File: src/rtl/csmd_pkg.sv
`timescale 1ns / 1ps
// Shared types, opcode and mode codes, and a helper function for the command
// stream method decoder. No dependencies.
package csmd_pkg;

    localparam int WORD_W   = 32;
    localparam int CLASS_W  = 10;
    localparam int METHOD_W = 12;
    localparam int ADDR_W   = 17;
    localparam int COUNT_W  = 16;
    localparam int MODE_W   = 2;
    localparam int OP_W     = 4;
    localparam int BIT_W    = 4;

    localparam logic [CLASS_W-1:0] HOST_CLASS_ID = 10'h001;

    localparam logic [OP_W-1:0] OP_SETCLASS = 4'h0;
    localparam logic [OP_W-1:0] OP_INCR     = 4'h1;
    localparam logic [OP_W-1:0] OP_NONINCR  = 4'h2;
    localparam logic [OP_W-1:0] OP_MASK     = 4'h3;
    localparam logic [OP_W-1:0] OP_IMM      = 4'h4;

    localparam logic [MODE_W-1:0] MODE_HEADER  = 2'd0;
    localparam logic [MODE_W-1:0] MODE_INCR    = 2'd1;
    localparam logic [MODE_W-1:0] MODE_NONINCR = 2'd2;
    localparam logic [MODE_W-1:0] MODE_MASKED  = 2'd3;

    localparam logic STATUS_WRITE = 1'b0;
    localparam logic STATUS_ERROR = 1'b1;

    typedef struct packed {
        logic [CLASS_W-1:0]  current_class;
        logic [MODE_W-1:0]   mode;
        logic [METHOD_W-1:0] base_method;
        logic [COUNT_W-1:0]  offset_count;
        logic [COUNT_W-1:0]  words_left;
        logic [COUNT_W-1:0]  pending_mask;
    } dec_state_t;

    typedef struct packed {
        logic [CLASS_W-1:0] class_id;
        logic [ADDR_W-1:0]  method_addr;
        logic [WORD_W-1:0]  argument;
        logic               status;
    } method_write_t;

    // Priority encoder: index of the lowest set bit, zero for an empty mask.
    function automatic logic [BIT_W-1:0] lowest_bit(input logic [COUNT_W-1:0] m);
        logic [BIT_W-1:0] idx;
        logic             found;
        idx   = '0;
        found = 1'b0;
        for (int i = 0; i < COUNT_W; i++) begin
            if (m[i] && !found) begin
                idx   = BIT_W'(i);
                found = 1'b1;
            end
        end
        return idx;
    endfunction

endpackage

File: src/rtl/csmd_decode.sv
`timescale 1ns / 1ps
// Combinational decode of one command word against the current decoder state.
// Depends on csmd_pkg.
module csmd_decode (
    input  logic [csmd_pkg::WORD_W-1:0] word,
    input  logic                        gather_start,
    input  csmd_pkg::dec_state_t        cur_state,
    output csmd_pkg::dec_state_t        nxt_state,
    output csmd_pkg::method_write_t     result,
    output logic                        result_valid
);
    import csmd_pkg::*;

    dec_state_t         st;
    logic [OP_W-1:0]    op;
    logic [BIT_W-1:0]   bit_idx;
    logic [COUNT_W-1:0] mask_left;

    assign op        = word[31:28];
    assign bit_idx   = lowest_bit(st.pending_mask);
    assign mask_left = st.pending_mask & (st.pending_mask - COUNT_W'(1));

    always_comb begin
        // gather start: back to host class, drop any unfinished command
        st = cur_state;
        if (gather_start) begin
            st.current_class = HOST_CLASS_ID;
            st.mode          = MODE_HEADER;
        end

        nxt_state           = st;
        result_valid        = 1'b0;
        result.class_id     = st.current_class;
        result.method_addr  = '0;
        result.argument     = word;
        result.status       = STATUS_WRITE;

        case (st.mode)
            MODE_INCR: begin
                result_valid           = 1'b1;
                result.method_addr     = ADDR_W'(st.base_method) + ADDR_W'(st.offset_count);
                nxt_state.offset_count = st.offset_count + COUNT_W'(1);
                nxt_state.words_left   = st.words_left - COUNT_W'(1);
                if (st.words_left == COUNT_W'(1)) begin
                    nxt_state.mode = MODE_HEADER;
                end
            end
            MODE_NONINCR: begin
                result_valid         = 1'b1;
                result.method_addr   = ADDR_W'(st.base_method);
                nxt_state.words_left = st.words_left - COUNT_W'(1);
                if (st.words_left == COUNT_W'(1)) begin
                    nxt_state.mode = MODE_HEADER;
                end
            end
            MODE_MASKED: begin
                result_valid           = 1'b1;
                result.method_addr     = ADDR_W'(st.base_method) + ADDR_W'(bit_idx);
                nxt_state.pending_mask = mask_left;
                if (mask_left == '0) begin
                    nxt_state.mode = MODE_HEADER;
                end
            end
            default: begin
                // header word
                nxt_state.base_method  = word[27:16];
                nxt_state.offset_count = '0;
                nxt_state.words_left   = '0;
                nxt_state.pending_mask = '0;
                nxt_state.mode         = MODE_HEADER;
                case (op)
                    OP_SETCLASS: begin
                        nxt_state.current_class = word[15:6];
                        nxt_state.pending_mask  = COUNT_W'(word[5:0]);
                        if (word[5:0] != '0) begin
                            nxt_state.mode = MODE_MASKED;
                        end
                    end
                    OP_INCR: begin
                        nxt_state.words_left = word[15:0];
                        if (word[15:0] != '0) begin
                            nxt_state.mode = MODE_INCR;
                        end
                    end
                    OP_NONINCR: begin
                        nxt_state.words_left = word[15:0];
                        if (word[15:0] != '0) begin
                            nxt_state.mode = MODE_NONINCR;
                        end
                    end
                    OP_MASK: begin
                        nxt_state.pending_mask = word[15:0];
                        if (word[15:0] != '0) begin
                            nxt_state.mode = MODE_MASKED;
                        end
                    end
                    OP_IMM: begin
                        result_valid       = 1'b1;
                        result.method_addr = ADDR_W'(word[27:16]);
                        result.argument    = WORD_W'(word[11:0]);
                    end
                    default: begin
                        result_valid       = 1'b1;
                        result.method_addr = '0;
                        result.status      = STATUS_ERROR;
                    end
                endcase
            end
        endcase
    end

endmodule

File: src/rtl/command_stream_method_decoder_top.sv
`timescale 1ns / 1ps
// Top level of the command stream method decoder: input register, decode
// stage state and result register. Depends on csmd_pkg and csmd_decode.
//
//   channel   direction  handshake          payload
//   s_        in         s_valid / s_ready  s_word[31:0], s_gather_start
//   m_        out        m_valid / m_ready  m_class_id[9:0], m_method_addr[16:0],
//                                           m_argument[31:0], m_status
//
// One command word per cycle is sustained while the result register is free or
// draining; a result passes the input register, then the result register,
// before it is valid and can be taken.
// The decode of one word is a single pass through csmd_decode: a 16-bit
// priority encoder and one 17-bit add set the path between the two registers.
// aresetn (synchronous, active low) empties both registers and sets the
// class to the host class with the decoder waiting for a header.
// A stalled result holds the decode stage; the input register still takes one
// transaction, so s_ready drops only when both stages are full.
module command_stream_method_decoder_top (
    input  logic                          aclk,
    input  logic                          aresetn,
    input  logic                          s_valid,
    output logic                          s_ready,
    input  logic [csmd_pkg::WORD_W-1:0]   s_word,
    input  logic                          s_gather_start,
    output logic                          m_valid,
    input  logic                          m_ready,
    output logic [csmd_pkg::CLASS_W-1:0]  m_class_id,
    output logic [csmd_pkg::ADDR_W-1:0]   m_method_addr,
    output logic [csmd_pkg::WORD_W-1:0]   m_argument,
    output logic                          m_status
);
    import csmd_pkg::*;

    // input register
    logic              in_valid_reg;
    logic [WORD_W-1:0] in_word_reg;
    logic              in_gather_reg;

    // decoder state
    dec_state_t state_reg;
    dec_state_t state_next;

    // result register
    logic          out_valid_reg;
    method_write_t out_reg;

    method_write_t dec_result;
    logic          dec_result_valid;
    logic          advance;

    // Advance the held word whenever the result register is free or draining.
    assign advance = in_valid_reg && (!out_valid_reg || m_ready);
    assign s_ready = !in_valid_reg || advance;

    csmd_decode u_decode (
        .word         (in_word_reg),
        .gather_start (in_gather_reg),
        .cur_state    (state_reg),
        .nxt_state    (state_next),
        .result       (dec_result),
        .result_valid (dec_result_valid)
    );

    // Input register: load on every accepted transaction.
    always_ff @(posedge aclk) begin
        if (!aresetn) begin
            in_valid_reg <= 1'b0;
        end else if (s_ready) begin
            in_valid_reg <= s_valid;
        end
    end

    always_ff @(posedge aclk) begin
        if (s_valid && s_ready) begin
            in_word_reg   <= s_word;
            in_gather_reg <= s_gather_start;
        end
    end

    // Decoder state: advance once per decoded word.
    always_ff @(posedge aclk) begin
        if (!aresetn) begin
            state_reg.current_class <= HOST_CLASS_ID;
            state_reg.mode          <= MODE_HEADER;
            state_reg.base_method   <= '0;
            state_reg.offset_count  <= '0;
            state_reg.words_left    <= '0;
            state_reg.pending_mask  <= '0;
        end else if (advance) begin
            state_reg <= state_next;
        end
    end

    // Result register: fill on a producing word, drop once taken.
    always_ff @(posedge aclk) begin
        if (!aresetn) begin
            out_valid_reg <= 1'b0;
        end else if (advance) begin
            out_valid_reg <= dec_result_valid;
        end else if (m_ready) begin
            out_valid_reg <= 1'b0;
        end
    end

    always_ff @(posedge aclk) begin
        if (advance && dec_result_valid) begin
            out_reg <= dec_result;
        end
    end

    assign m_valid       = out_valid_reg;
    assign m_class_id    = out_reg.class_id;
    assign m_method_addr = out_reg.method_addr;
    assign m_argument    = out_reg.argument;
    assign m_status      = out_reg.status;

    // A data mode always has work left.
    a_count_live: assert property (@(posedge aclk) disable iff (!aresetn)
        (state_reg.mode == MODE_INCR || state_reg.mode == MODE_NONINCR)
        |-> (state_reg.words_left != '0))
        else $error("data mode with zero words left");

    a_mask_live: assert property (@(posedge aclk) disable iff (!aresetn)
        (state_reg.mode == MODE_MASKED) |-> (state_reg.pending_mask != '0))
        else $error("masked mode with empty mask");

    a_error_addr: assert property (@(posedge aclk) disable iff (!aresetn)
        (out_valid_reg && out_reg.status == STATUS_ERROR) |-> (out_reg.method_addr == '0))
        else $error("error result with nonzero method address");

    a_hold_state: assert property (@(posedge aclk) disable iff (!aresetn)
        (in_valid_reg && out_valid_reg && !m_ready) |=> $stable(state_reg))
        else $error("decoder state moved while result stalled");

endmodule
File: config.mk
export PLATFORM = sky130hd
export DESIGN_NAME = command_stream_method_decoder_top
export DESIGN_NICKNAME = d
export VERILOG_FILES = /design/src/rtl/csmd_pkg.sv /design/src/rtl/csmd_decode.sv /design/src/rtl/command_stream_method_decoder_top.sv
export SDC_FILE = /design/constraint.sdc
export NUM_CORES = 1
export LEC_CHECK = 0
export ABC_CLOCK_PERIOD_IN_PS = 5200
export BUFFER_PORTS_ARGS = -buffer_cell sky130_fd_sc_hd__buf_2
export CORE_ASPECT_RATIO = 0.7
export CORE_MARGIN = 2
export CORE_UTILIZATION = 41
export DETAILED_ROUTE_END_ITERATION = 12
export GPL_TIMING_DRIVEN = 0
export HOLD_SLACK_MARGIN = 0.05
export SLEW_MARGIN = 25
export SYNTH_ARGS = -nofsm -noshare
export SYNTH_HDL_FRONTEND = slang
export SYNTH_SLANG_ARGS = --single-unit
File: constraint.sdc
create_clock -name aclk -period 5.2 [get_ports aclk]
set_input_delay 1.04 -clock aclk [delete_from_list [all_inputs] [get_ports aclk]]
set_output_delay 1.04 -clock aclk [all_outputs]
set_load 0.005 [all_outputs]
Word-level counts from Yosys, hierarchy flattened
Index checks and enable logic that the tools add are counted.
{"block": "classes", "n_addsub": 5, "n_mux": 55, "n_eq_ne": 8, "bitwise_logic": 5, "reduce_logical": 52}
{"op": "one-hot mux 16 bit (2 select lines)", "count": 4}
{"op": "one-hot mux 17 bit (3 select lines)", "count": 1}
{"op": "2-to-1 mux 33 bit", "count": 1}
{"op": "2-to-1 mux 32 bit", "count": 1}
{"op": "2-to-1 mux 4 bit", "count": 8}
{"op": "subtractor 16 x 1 -> 16 bit (second input constant)", "count": 2}
{"op": "2-to-1 mux 12 bit", "count": 2}
{"op": "2-to-1 mux 1 bit", "count": 22}
{"op": "2-to-1 mux 10 bit", "count": 2}
{"op": "logical AND 1 bit", "count": 18}
{"op": "adder 12 x 16 -> 17 bit", "count": 1}
{"op": "logical NOT 1 bit", "count": 17}
{"op": "adder 16 x 1 -> 16 bit (second input constant)", "count": 1}
{"op": "bitwise AND 16 bit", "count": 1}
{"op": "equality test 16 x 1 -> 1 bit (second input constant)", "count": 1}
{"op": "logical NOT 16 bit", "count": 1}
{"op": "2-to-1 mux 16 bit", "count": 1}
{"op": "nonzero test 16 bit", "count": 1}
{"op": "2-to-1 mux 2 bit", "count": 7}
{"op": "adder 12 x 4 -> 13 bit", "count": 1}
{"op": "2-to-1 mux 3 bit", "count": 4}
{"op": "equality test 4 x 2 -> 1 bit (second input constant)", "count": 2}
{"op": "one-hot mux 2 bit (4 select lines)", "count": 1}
{"op": "AND reduction 2 bit", "count": 4}
{"op": "other kinds (14)", "count": 21}
{"block": "word_totals", "regBits": 167, "inputBits": 37}

Logic depth before layout (Yosys ltp)
Gate-level depths: netlist of run 1.
{"block": "depth", "ltp_word": 48, "depth_mapped": 18, "mapped_depth_nobuf": 17}

By module
A second synthesis of run 1 with hierarchy kept.
{"block": "hier_totals", "hier_cells": 989, "hier_area_um2": 9477.8}
{"mod": "command_stream_method_decoder_top", "area_each_um2": 5834.3, "instances": 1, "cells_each": 418, "seq_area_each_um2": 4274.1}
{"mod": "csmd_decode", "area_each_um2": 3643.5, "instances": 1, "cells_each": 571, "seq_area_each_um2": 0.0}

Worst setup path after synthesis of run 1
No wires, ideal clock.
{"block": "synth_path", "path_type": "input -> register", "start": "input m_ready", "end": "register out_reg (netlist bit m_argument[0]) (enable)", "t_required_ns": 4.703, "path_stages": 3, "t_arrival_ns": 4.213, "n_path_buf": 0, "setup_time_ns": 0.497, "slack_ns": 0.490, "path_cell_list": "nand2b_1 nand2_1 a21oi_1"}
{"block": "synth_via", "elab_chain_cells": 3}
{"element": "from (decl)", "line": "command_stream_method_decoder_top.sv:27", "rtl": "input logic m_ready,"}
{"element": "logical OR 1 bit", "line": "command_stream_method_decoder_top.sv:53", "rtl": "assign advance = in_valid_reg && (!out_valid_reg || m_ready);"}
{"element": "logical AND 1 bit", "line": "command_stream_method_decoder_top.sv:53"}
{"element": "logical AND 1 bit", "line": "command_stream_method_decoder_top.sv:107", "rtl": "if (advance && dec_result_valid) begin"}
{"element": "to (signal assigned)", "line": "command_stream_method_decoder_top.sv:108", "rtl": "out_reg <= dec_result;"}
{"element": "to (decl)", "line": "command_stream_method_decoder_top.sv:46", "rtl": "method_write_t out_reg;"}
Every way passes these cells.
A chain may end at the register's enable or synchronous reset.

==> results.md, run 1 <==
* CP peak stage delay at 0.61 ns
* CTS H-tree lvls at 4
* TritonCTS clock tree: yes
* Main synth FF type: edfxtp_1
* Max_cap viols at 0
* Synthesized Nets at 863
* Seq/Total Area, Yosys at 0.539
* Syn avg cell area at 9.91 um^2
* Largest family of logic cells by synthesized area: simple AND/OR/NAND/NOR gates
* Crit path launch type: register
* Global-route wire length before repair at slightly above 30 mm
* Most frequent cells in the layout: 100 x buf_2, 96 x nor2_1, 93 x edfxtp_1
* Post-synth EDFFs at 93
* Post-synthesis mux area share at 0.00126
* Worst r2r path cells at 16
* Final period utilization at 0.840
* GRT Resource Usage Total at 0.200
* Pwr Density at 325 nW/um^2
* Final setup viols at 0
* Slew @ Worst Pin at ~1.0 ns
* Number of global-route vias before repair at between 5k and 6k
* Status: completed
* Crit-path cells: buf_2, nor4_1, nand2_1, nor3_1, a21oi_1, a221oi_1, ha_1, inv_1, fa_1, inv_1, a21o_1, a21oi_1, nor2_1, xor2_1, a222oi_1, o21ai_0
* Synth Cell Area at 7930 um^2
* CTS resizes at 0
* # port buffers at 98
* CTS Buf Count at 17
* Hold WC Path Type: reg -> reg
* Die W at 170 um
* XOR/XNOR Fraction of Synth Area at 0.0376
* Area growth syn-to-layout at 19.1%
* Ant diodes at 0
* Root Buffer: clkbuf_16
* Simple-gate share of the synthesized area at 0.184
* Final-report max-slew violation count at 0
* Avg WL per Cell at roughly 17 um
* RSZ-0062 raised after global routing: false
* Routed WL at 20.2 mm
* Final hold slack at 0.477 ns
* Nets@finish at around 980
* CP max FO at 10
* Routed Antenna Nets at 0
* Final GP Congestion at 0.867
* Core Rows at 42
* YS warnings at 0
* Most common cell after layout, fill and taps aside: buf_2
* Cell depth of the worst setup path at 16
* Worst rel slew slack at 0.312
* Crit path time final at 4.37 ns
* Crit. End Element: register
* Slowest CP cell: nor4_1
* Fillers at 1764
* DP Wirelength at roughly 15 mm
* Final hold violation count at 0
* Clock Path Buffers at 2
* Critical path data required time at 5.35 ns
* Pre-Repair DR Iteration Count at 5
* Yosys cell types at 64
* Top delay family on crit path: simple AND/OR/NAND/NOR gates
* Number of synthesized register bits at 167
* Starting Density at 0.419
* # Post-CTS Setup Buffers at 0
* Die height at 120 um
* Cts hold-fix bufs at 0
* FMAX at around 230 MHz
* DRC at 0
* Leak at approximately 3.6 nW
* CTS sink count at 167
* Ports at 99
* Worst hold path stage count at 2
* Largest register FFs at 72
* Core Footprint at 18900 um^2
* Peak supply drop at 146 uV
* Largest net degree at the start of global routing at 21
* Fraction of layout cells with a size suffix above 1 at 0.162
* Adder-cell share of the synthesized area at 0.0442
* Antenna violations before repair at 0
* WP data arrival at 4.52 ns
* Synth Instances at 800
* Synth Area in Compound Gates at 0.165
* FFs w/ async S/R, synth at 0
* Crit Path Category: reg -> reg
* Layout Skew at between 0.01 and 0.015 ns
* Clock latency on the worst-skew pair at 0.43 ns
* Total number of vias at roughly 6.5k
* CTS clk-pin slew, worst paths at 0.07 ns
* Worst Path Buf+Inv at 3
* Die area at roughly 20000 um^2
* Via/cell ratio at roughly 5.5
* Congestion Overflow GR at 0
* 1st-iter DRT viols at roughly 700
* Total negative setup slack at 0 ns
worst register-to-register path, stage by stage, from the launching register on:
cell and delay [ns]:
dfxtp_1 0.30, buf_2 0.16, nor4_1 0.62, nand2_1 0.27, nor3_1 0.43, a21oi_1 0.13, a221oi_1 0.30, ha_1 0.22
inv_1 0.06, fa_1 0.40, inv_1 0.07, a21o_1 0.11, a21oi_1 0.19, nor2_1 0.17, xor2_1 0.08, a222oi_1 0.43
o21ai_0 0.14
layer usage:
layer,global-route usage,vias up,routed length [um]
met2,0.258,214,7880
met1,0.324,3082,10700
li1,-,3160,-
met4,0.0534,0,151
met3,0.0465,9,1410
met5,0,-,0
power breakdown:
group	switching (mW)	internal [mW]
clock	0.571	0.729
combinational	0.165	0.108
sequential	0.0471	1.45
layout make-up:
class | count | area (um^2) | share of cell area
clock buffers | 18 | 429 | 0.0454
inverters | 19 | 71.3 | 0.00755
repair buffers | 102 | 588 | 0.0623
multi-input cells | 573 | 3440 | 0.364
well taps | 242 | 303 | 0.0321
clock inverters | 14 | 181 | 0.0192
flip-flops and latches | 167 | 4270 | 0.453
plain buffers | 41 | 156 | 0.0166
cell families after synthesis:
kind of cell | count (synthesis)
DFF | 167
muxes | 1
xor gates and xnor gates | 34
AOI/OAI and AO/OA | 207
adders and majority gates | 27
and+or+nand+nor | 304
buffers and inverters | 60
worst paths after layout:
| check | startpoint | to | slack, ns |
|---|---|---|---|
| setup / recovery | state_reg[4] | m_method_addr[6] | 0.83 |
| hold / removal | state_reg[26] | state_reg[26] | 0.48 |
| setup reg to reg | state_reg[4] | m_method_addr[6] | 0.83 |
| hold reg to reg | state_reg[26] | state_reg[26] | 0.48 |
synth_stat cells (4+ instances only):
cell type	count	area [um^2]
nor2_1	96	360
edfxtp_1	93	2790
nand2_1	86	323
dfxtp_1	74	1480
a21oi_1	57	285
o21ai_0	56	280
clkbuf_1	38	143
a22oi_1	27	203
ha_1	24	300
and2_1	21	131
nor3_1	19	95.1
xor2_1	19	166
inv_1	17	63.8
nor2b_1	16	100
xnor2_1	15	131
nand3_1	13	65.1
nor4_1	11	68.8
a21o_1	10	75.1
and3_1	8	50.1
nand4_1	7	43.8
a211oi_1	6	45.0
a222oi_1	6	60.1
a31oi_1	5	31.3
nand2b_1	5	31.3
o21a_1	4	30.0
or3_1	4	25.0
per-stage QoR:
stage | setup slack, ns | area, um^2 | utilization | instances | power (mW)
2_1_floorplan | 0.490 | 7930 | - | 800 | 1.68
3_3_place_gp | -1.25 | 8720 | 0.461 | 1140 | 1.78
3_5_place_dp | 0.958 | 8830 | 0.467 | 1144 | 1.79
4_1_cts | 0.923 | 9440 | 0.499 | 1176 | 3.09
5_1_grt | 0.421 | 9440 | 0.499 | 1176 | 3.18
6_report | 0.831 | 9440 | 0.499 | 1176 | 3.07
(Power assumes the default switching activity.)
==> run 2: changes to the inputs <==
- ABC_AREA: not set -> 1
- ABC_CLOCK_PERIOD_IN_PS: 5200 -> 4300
- clock period: 5.2 -> 4.3 ns (I/O delays scaled with it)
==> results.md, run 2 <==
* Status: completed
* Synth Cell Area at between 8000 and 9000 um^2
* Cell taking the most area after synthesis: edfxtp_1
* Cts hold-fix bufs at 0
* Met2 Usage GRT at 0.271
* Total number of vias at approximately 7.6k
* Core Footprint at 20600 um^2
* # Post-CTS Setup Buffers at 0
* CTS clk-pin slew, worst paths at 0.08 ns
* Die W at 177 um
* TritonCTS clock tree: yes
* Synthesized Nets at 1093
* Fillers at 2016
* Area of the multi-input gates at 3600 um^2
* Sequential Area at about 4300 um^2
* CP max FO at 6
* Post-synth top cells: 175 x nand2_1, 148 x inv_1, 102 x a21oi_1
* Seq/Total Area, Yosys at 0.497
* # port buffers at 98
* Die height at 125 um
* Starting Density at 0.416
* Synth top area cells: edfxtp_1 32%, dfxtp_1 17%, nand2_1 7.6%
* Peak supply drop at around 240 uV
* RSZ-0062 raised after global routing: false
* CTS resizes at 0
* Crit path launch type: register
* Post-route design area at between 10000 and 15000 um^2
* Die area at roughly 22000 um^2
* CP peak stage delay at 0.37 ns
* 1st-iter DRT viols at between 700 and 800
* Root Buffer: clkbuf_16
* Antenna violations before repair at 0
* FMAX at around 290 MHz
* Syn avg cell area at 8.34 um^2
* Yosys cell types at 51
* Most common cell after layout, fill and taps aside: nand2_1
* Final setup viols at 0
* Largest net degree at the start of global routing at 34
* Global-route wire length before repair at ~37 mm
* Most frequent cells in the layout: 175 x nand2_1, 147 x inv_1, 104 x buf_2
* Slowest CP cell: dfxtp_1
* Cell with the most instances after synthesis: nand2_1
* Grt met3 use at 0.0614
* DRC at 0
* CTS Buf Count at 17
* Crit path time final at 3.46 ns
* Ports at 99
* Largest register FFs at 72
* Routed WL at ~24 mm
* Inst Count DP at 1406
* Synth Instances at just over 1k
* Congestion Overflow GR at 0
* CTS H-tree lvls at 4
* Fraction of layout cells with a size suffix above 1 at 0.152
* Final-report max-slew violation count at 0
* Number of global-route vias before repair at 6645
* Worst rel slew slack at 0.463
* Clock Path Buffers at 2
* Top delay family on crit path: simple AND/OR/NAND/NOR gates
* Avg WL per Cell at 16.7 um
* Leak at 4.25 nW
* Final GP Congestion at 0.915
* Post-layout power at between 3 and 4 mW
* Post-synth EDFFs at 93
* Gr busiest metal: met1
* Hold WC Path Type: reg -> reg
* Crit path top cell by count: nand2_1
* Nets@finish at 1212
* Ant diodes at 0
* Crit Path Category: reg -> reg
* WP data arrival at 3.65 ns
* GRT Resource Usage Total at 0.218
* Layout Skew at 0.0147 ns
* Pwr Density at 381 nW/um^2
* YS warnings at 0
* Critical path data required time at 4.49 ns
* Slew @ Worst Pin at 0.805 ns
* Area growth syn-to-layout at 17.1%
* Via/cell ratio at 5.26
* Setup ws final at 0.837 ns
* Worst Path Buf+Inv at 3
* Post-place instance area at 9490 um^2
* Pre-Repair DR Iteration Count at 5
* Main synth FF type: edfxtp_1
* FFs w/ async S/R, synth at 0
* Number of synthesized register bits at 167
* Max_cap viols at 0
* Routed Antenna Nets at 0
* Final period utilization at 0.805
* Post-Layout Cell Count at 1438
* Final hold violation count at 0
* Clock latency on the worst-skew pair at 0.44 ns
* Crit-path cells: nor2_4, nand2_1, inv_1, nand2_1, o2111ai_1, ha_1, inv_1, fa_1, inv_1, nand3_1, nand2_1, nand2_1, nor2_2, nand2_1, nor3_1, o22ai_1, nand2_1, nand3_1
* Top cell type's share of synthesized area at 0.325
* CTS sink count at between 150 and 200
* Crit. End Element: register
* DP Wirelength at around 18 mm
* Pre-CTS setup slack at just under 1 ns
* Met1 usage at 0.362
* Core Rows at 44
## run 2: cell count changes after synthesis, moves of 16 or more
cell	before	now
o21ai_0	56	97
inv_1	17	148
a22oi_1	27	0
nor2b_1	16	0
nand3_1	13	58
nand2_1	86	175
and2_1	21	0
a21oi_1	57	102
## run 2: worst register-to-register path, cell delays in order (launching register included)
cell       delay, ns
dfxtp_1         0.37
nor2_4          0.20
nand2_1         0.12
inv_1           0.10
nand2_1         0.11
o2111ai_1       0.31
ha_1            0.25
inv_1           0.07
fa_1            0.37
inv_1           0.10
nand3_1         0.08
nand2_1         0.11
nand2_1         0.08
nor2_2          0.16
nand2_1         0.12
nor3_1          0.37
o22ai_1         0.12
nand2_1         0.10
nand3_1         0.08
## run 2: path summary, 6_finish.rpt
| kind | start | slack [ns] | to | cells after the start |
|---|---|---|---|---|
| setup reg to reg | state_reg[0] | 0.84 | m_method_addr[10] | 18 |
| hold / removal | state_reg[31] | 0.47 | state_reg[31] | 2 |
| setup / recovery | state_reg[0] | 0.84 | m_method_addr[10] | 18 |
| hold reg to reg | state_reg[31] | 0.47 | state_reg[31] | 2 |
## run 2: power breakdown
group | internal, mW | switching (mW)
clock network | 0.773 | 0.724
logic | 0.166 | 0.329
registers | 1.77 | 0.0746
## run 2: routing by layer
layer / vias to the layer above / share of wire
met5: - / 0
met4: 0 / 0.0097
met3: 19 / 0.11
met2: 340 / 0.37
met1: 3461 / 0.52
li1: 3737 / -
## run 2: logic make-up (layout without fill, tap and decap cells)
group	Yosys count	after routing	synth area share
buf+inv	188	320	0.0841
flops	167	167	0.497
simple gates	384	384	0.204
fa+ha+maj	26	26	0.0396
xor+xnor	9	9	0.00917
compound gates	256	256	0.165
## run 2: layout make-up
| cell class | count | area share |
|---|---|---|
| flip-flops and latches | 167 | 0.425 |
| multi-input cells | 675 | 0.358 |
| inverters | 154 | 0.0577 |
| repair buffers | 100 | 0.0534 |
| clock buffers | 17 | 0.0423 |
| well taps | 276 | 0.0343 |
| clock inverters | 15 | 0.0154 |
| plain buffers | 34 | 0.0142 |
## run 2: stage by stage
step | utilization | hold WS, ns | setup TNS [ns]
final | 0.488 | 0.471 | 0
after global routing | 0.488 | 0.495 | 0
after CTS | 0.488 | 0.471 | 0
after detailed placement | 0.459 | 0.460 | 0
after global placement | 0.457 | 0.452 | -15.41
after floorplan | - | 0.441 | 0
==> run 3: changes to the inputs <==
- ABC_AREA: 1 -> 0
- ABC_CLOCK_PERIOD_IN_PS: 4300 -> 3240
- clock period: 4.3 -> 3.24 ns (I/O delays scaled with it)
==> results.md, run 3 (same netlist as run 1, synthesis figures left out) <==
* Layout Skew at 0.0101 ns
* CTS sink count at 167
* CTS clk-pin slew, worst paths at about 0.07 ns
* CP max FO at 5
* Largest register FFs at 72
* CTS Buf Count at 17
* FMAX at between 300 and 400 MHz
* Post-Layout Cell Count at 1189
* Ant diodes at 0
* Status: finished, violations left
* Worst hold path stage count at 1
* Peak supply drop at 245 uV
* Nets@finish at 997
* Ports at 99
* Clock latency on the worst-skew pair at about 0.43 ns
* HP Start: s_word[1]
* Failing checks: negative setup slack
* Congestion Overflow GR at 0
* Hold WC Path Type: in -> reg
* Post-route design area at approximately 9700 um^2
* Total number of vias at 6459
* Post-layout power at about 4.9 mW
* Pre-Repair DR Iteration Count at 5
* TritonCTS clock tree: yes
* Pwr Density at 505 nW/um^2
* Die height at 120 um
* Routed WL at 20.4 mm
* Crit Path Category: reg -> reg
* Final period utilization at 1.01
* Antenna violations before repair at 0
* Leak at between 3 and 4 nW
* GRT Resource Usage Total at 0.203
* Starting Density at 0.419
* Setup ws final at -0.0331 ns
* RR Startpoint: state_reg[0]
* Avg WL per Cell at 17.2 um
* Crit path time final at 3.27 ns
* Most common cell after layout, fill and taps aside: buf_2
* Final hold violation count at 0
* Global-route wire length before repair at 31.9 mm
* Max_cap viols at 0
* Crit. End Element: register
* Die area at 20500 um^2
* Final-report max-slew violation count at 0
* Final GP Congestion at around 0.9
* DP Wirelength at 14.8 mm
* Core Rows at 42
* Root Buffer: clkbuf_16
* DRC at 0
* Final setup viols at 1
* Fillers at 1754
* Core Footprint at 18900 um^2
* Via/cell ratio at 5.43
* Crit path launch type: register
* Reg2reg setup slack at -0.03 ns
* Slew @ Worst Pin at just under 1 ns
* Pre-CTS setup slack at -0.560 ns
* Hold EP: in_word_reg[1]
* Routed Antenna Nets at 0
* Die W at 170 um
* Worst r2r path cells at 16
* RR Endpoint: m_method_addr[6]
* Most frequent cells in the layout: 99 x buf_2, 93 x nor2_1, 93 x edfxtp_1
* # port buffers at 98
* Worst rel slew slack at 0.341
* Post-place instance area at roughly 8900 um^2
* CTS H-tree lvls at 4
* WP data arrival at 3.44 ns
* Largest net degree at the start of global routing at 21
* 1st-iter DRT viols at 644
* Fraction of layout cells with a size suffix above 1 at 0.205
* Inst Count DP at between 1k and 1.5k
* Area growth syn-to-layout at 22.0%
* Clock Path Buffers at 2
* RSZ-0062 raised after global routing: true
* Number of global-route vias before repair at about 5.7k
* Critical path data required time at 3.40 ns
run 3: changes by cell type in the layout (fill, tap and decap cells not counted), moves of 14 or more:
cell	delta
a21oi_1	-48
a22oi_1	+27
and2_1	+20
buf_4	+14
inv_1	-132
nand2_1	-91
nand3_1	-47
nor2b_1	+16
o21ai_0	-47
xnor2_1	+14
run 3: worst max-delay path by stage:
stage | slack (ns) | endpoint | from | cells after the start
finish | -0.03 | m_method_addr[6] | state_reg[0] | 16
global route | -0.21 | m_method_addr[6] | state_reg[4] | 16
CTS | 0.002 | m_method_addr[6] | state_reg[7] | 15
detailed placement | -0.56 | m_method_addr[6] | state_reg[4] | 16
global placement | -0.57 | m_method_addr[6] | state_reg[4] | 16
floorplan | 0.02 | m_method_addr[10] | state_reg[4] | 16
run 3: layout make-up:
type,count,area (um^2),share of cell area
buffer,38,144,0.0149
clock buffer,18,439,0.0454
clock inverter,14,155,0.0160
inverter,19,71.3,0.00737
multi-input combinational,573,3560,0.368
sequential,167,4290,0.444
tap,242,303,0.0313
timing repair buffer,118,708,0.0732
run 3: stage by stage:
step	utilization	hold WS (ns)	TNS (ns)
3_3_place_gp	0.463	0.449	-29.50
2_1_floorplan	-	0.432	0
3_5_place_dp	0.469	0.457	-1.95
6_report	0.511	0.384	-0.0331
5_1_grt	0.511	0.362	-0.630
4_1_cts	0.508	0.369	0
run 3: what timing repair did:
action | CTS | global route
buffers inserted | 11 | 5
resized for setup | 24 | 15
hold buffers | 0 | 0
pin swaps | 13 | 12
endpoints found under the setup margin | 7 | 6
run 3: power by group:
group / switching, mW / leakage, nW / total, mW / internal (mW)
logic: 0.274 / 1.87 / 0.464 / 0.190
registers: 0.0788 / 1.50 / 2.40 / 2.32
clock network: 0.966 / 0.285 / 2.02 / 1.05
run 3: critical path: stages (launching register included):
cell and delay (ns):
dfxtp_4 0.36, nor4_4 0.34, buf_4 0.20, nand3_4 0.09, nor2_4 0.10, a21oi_2 0.04, a221oi_2 0.25, ha_2 0.24
inv_2 0.04, fa_2 0.35, inv_2 0.06, a21o_1 0.14, a21oi_4 0.09, nor2_2 0.12, xor2_1 0.07, a222oi_1 0.45
o21ai_1 0.10
run 3: per-layer routing:
layer,track usage,up-vias,wire (um)
li1,-,3181,-
met1,0.338,3028,11000
met2,0.255,224,7680
met3,0.0452,26,1530
met4,0.0545,0,248
met5,0,-,0
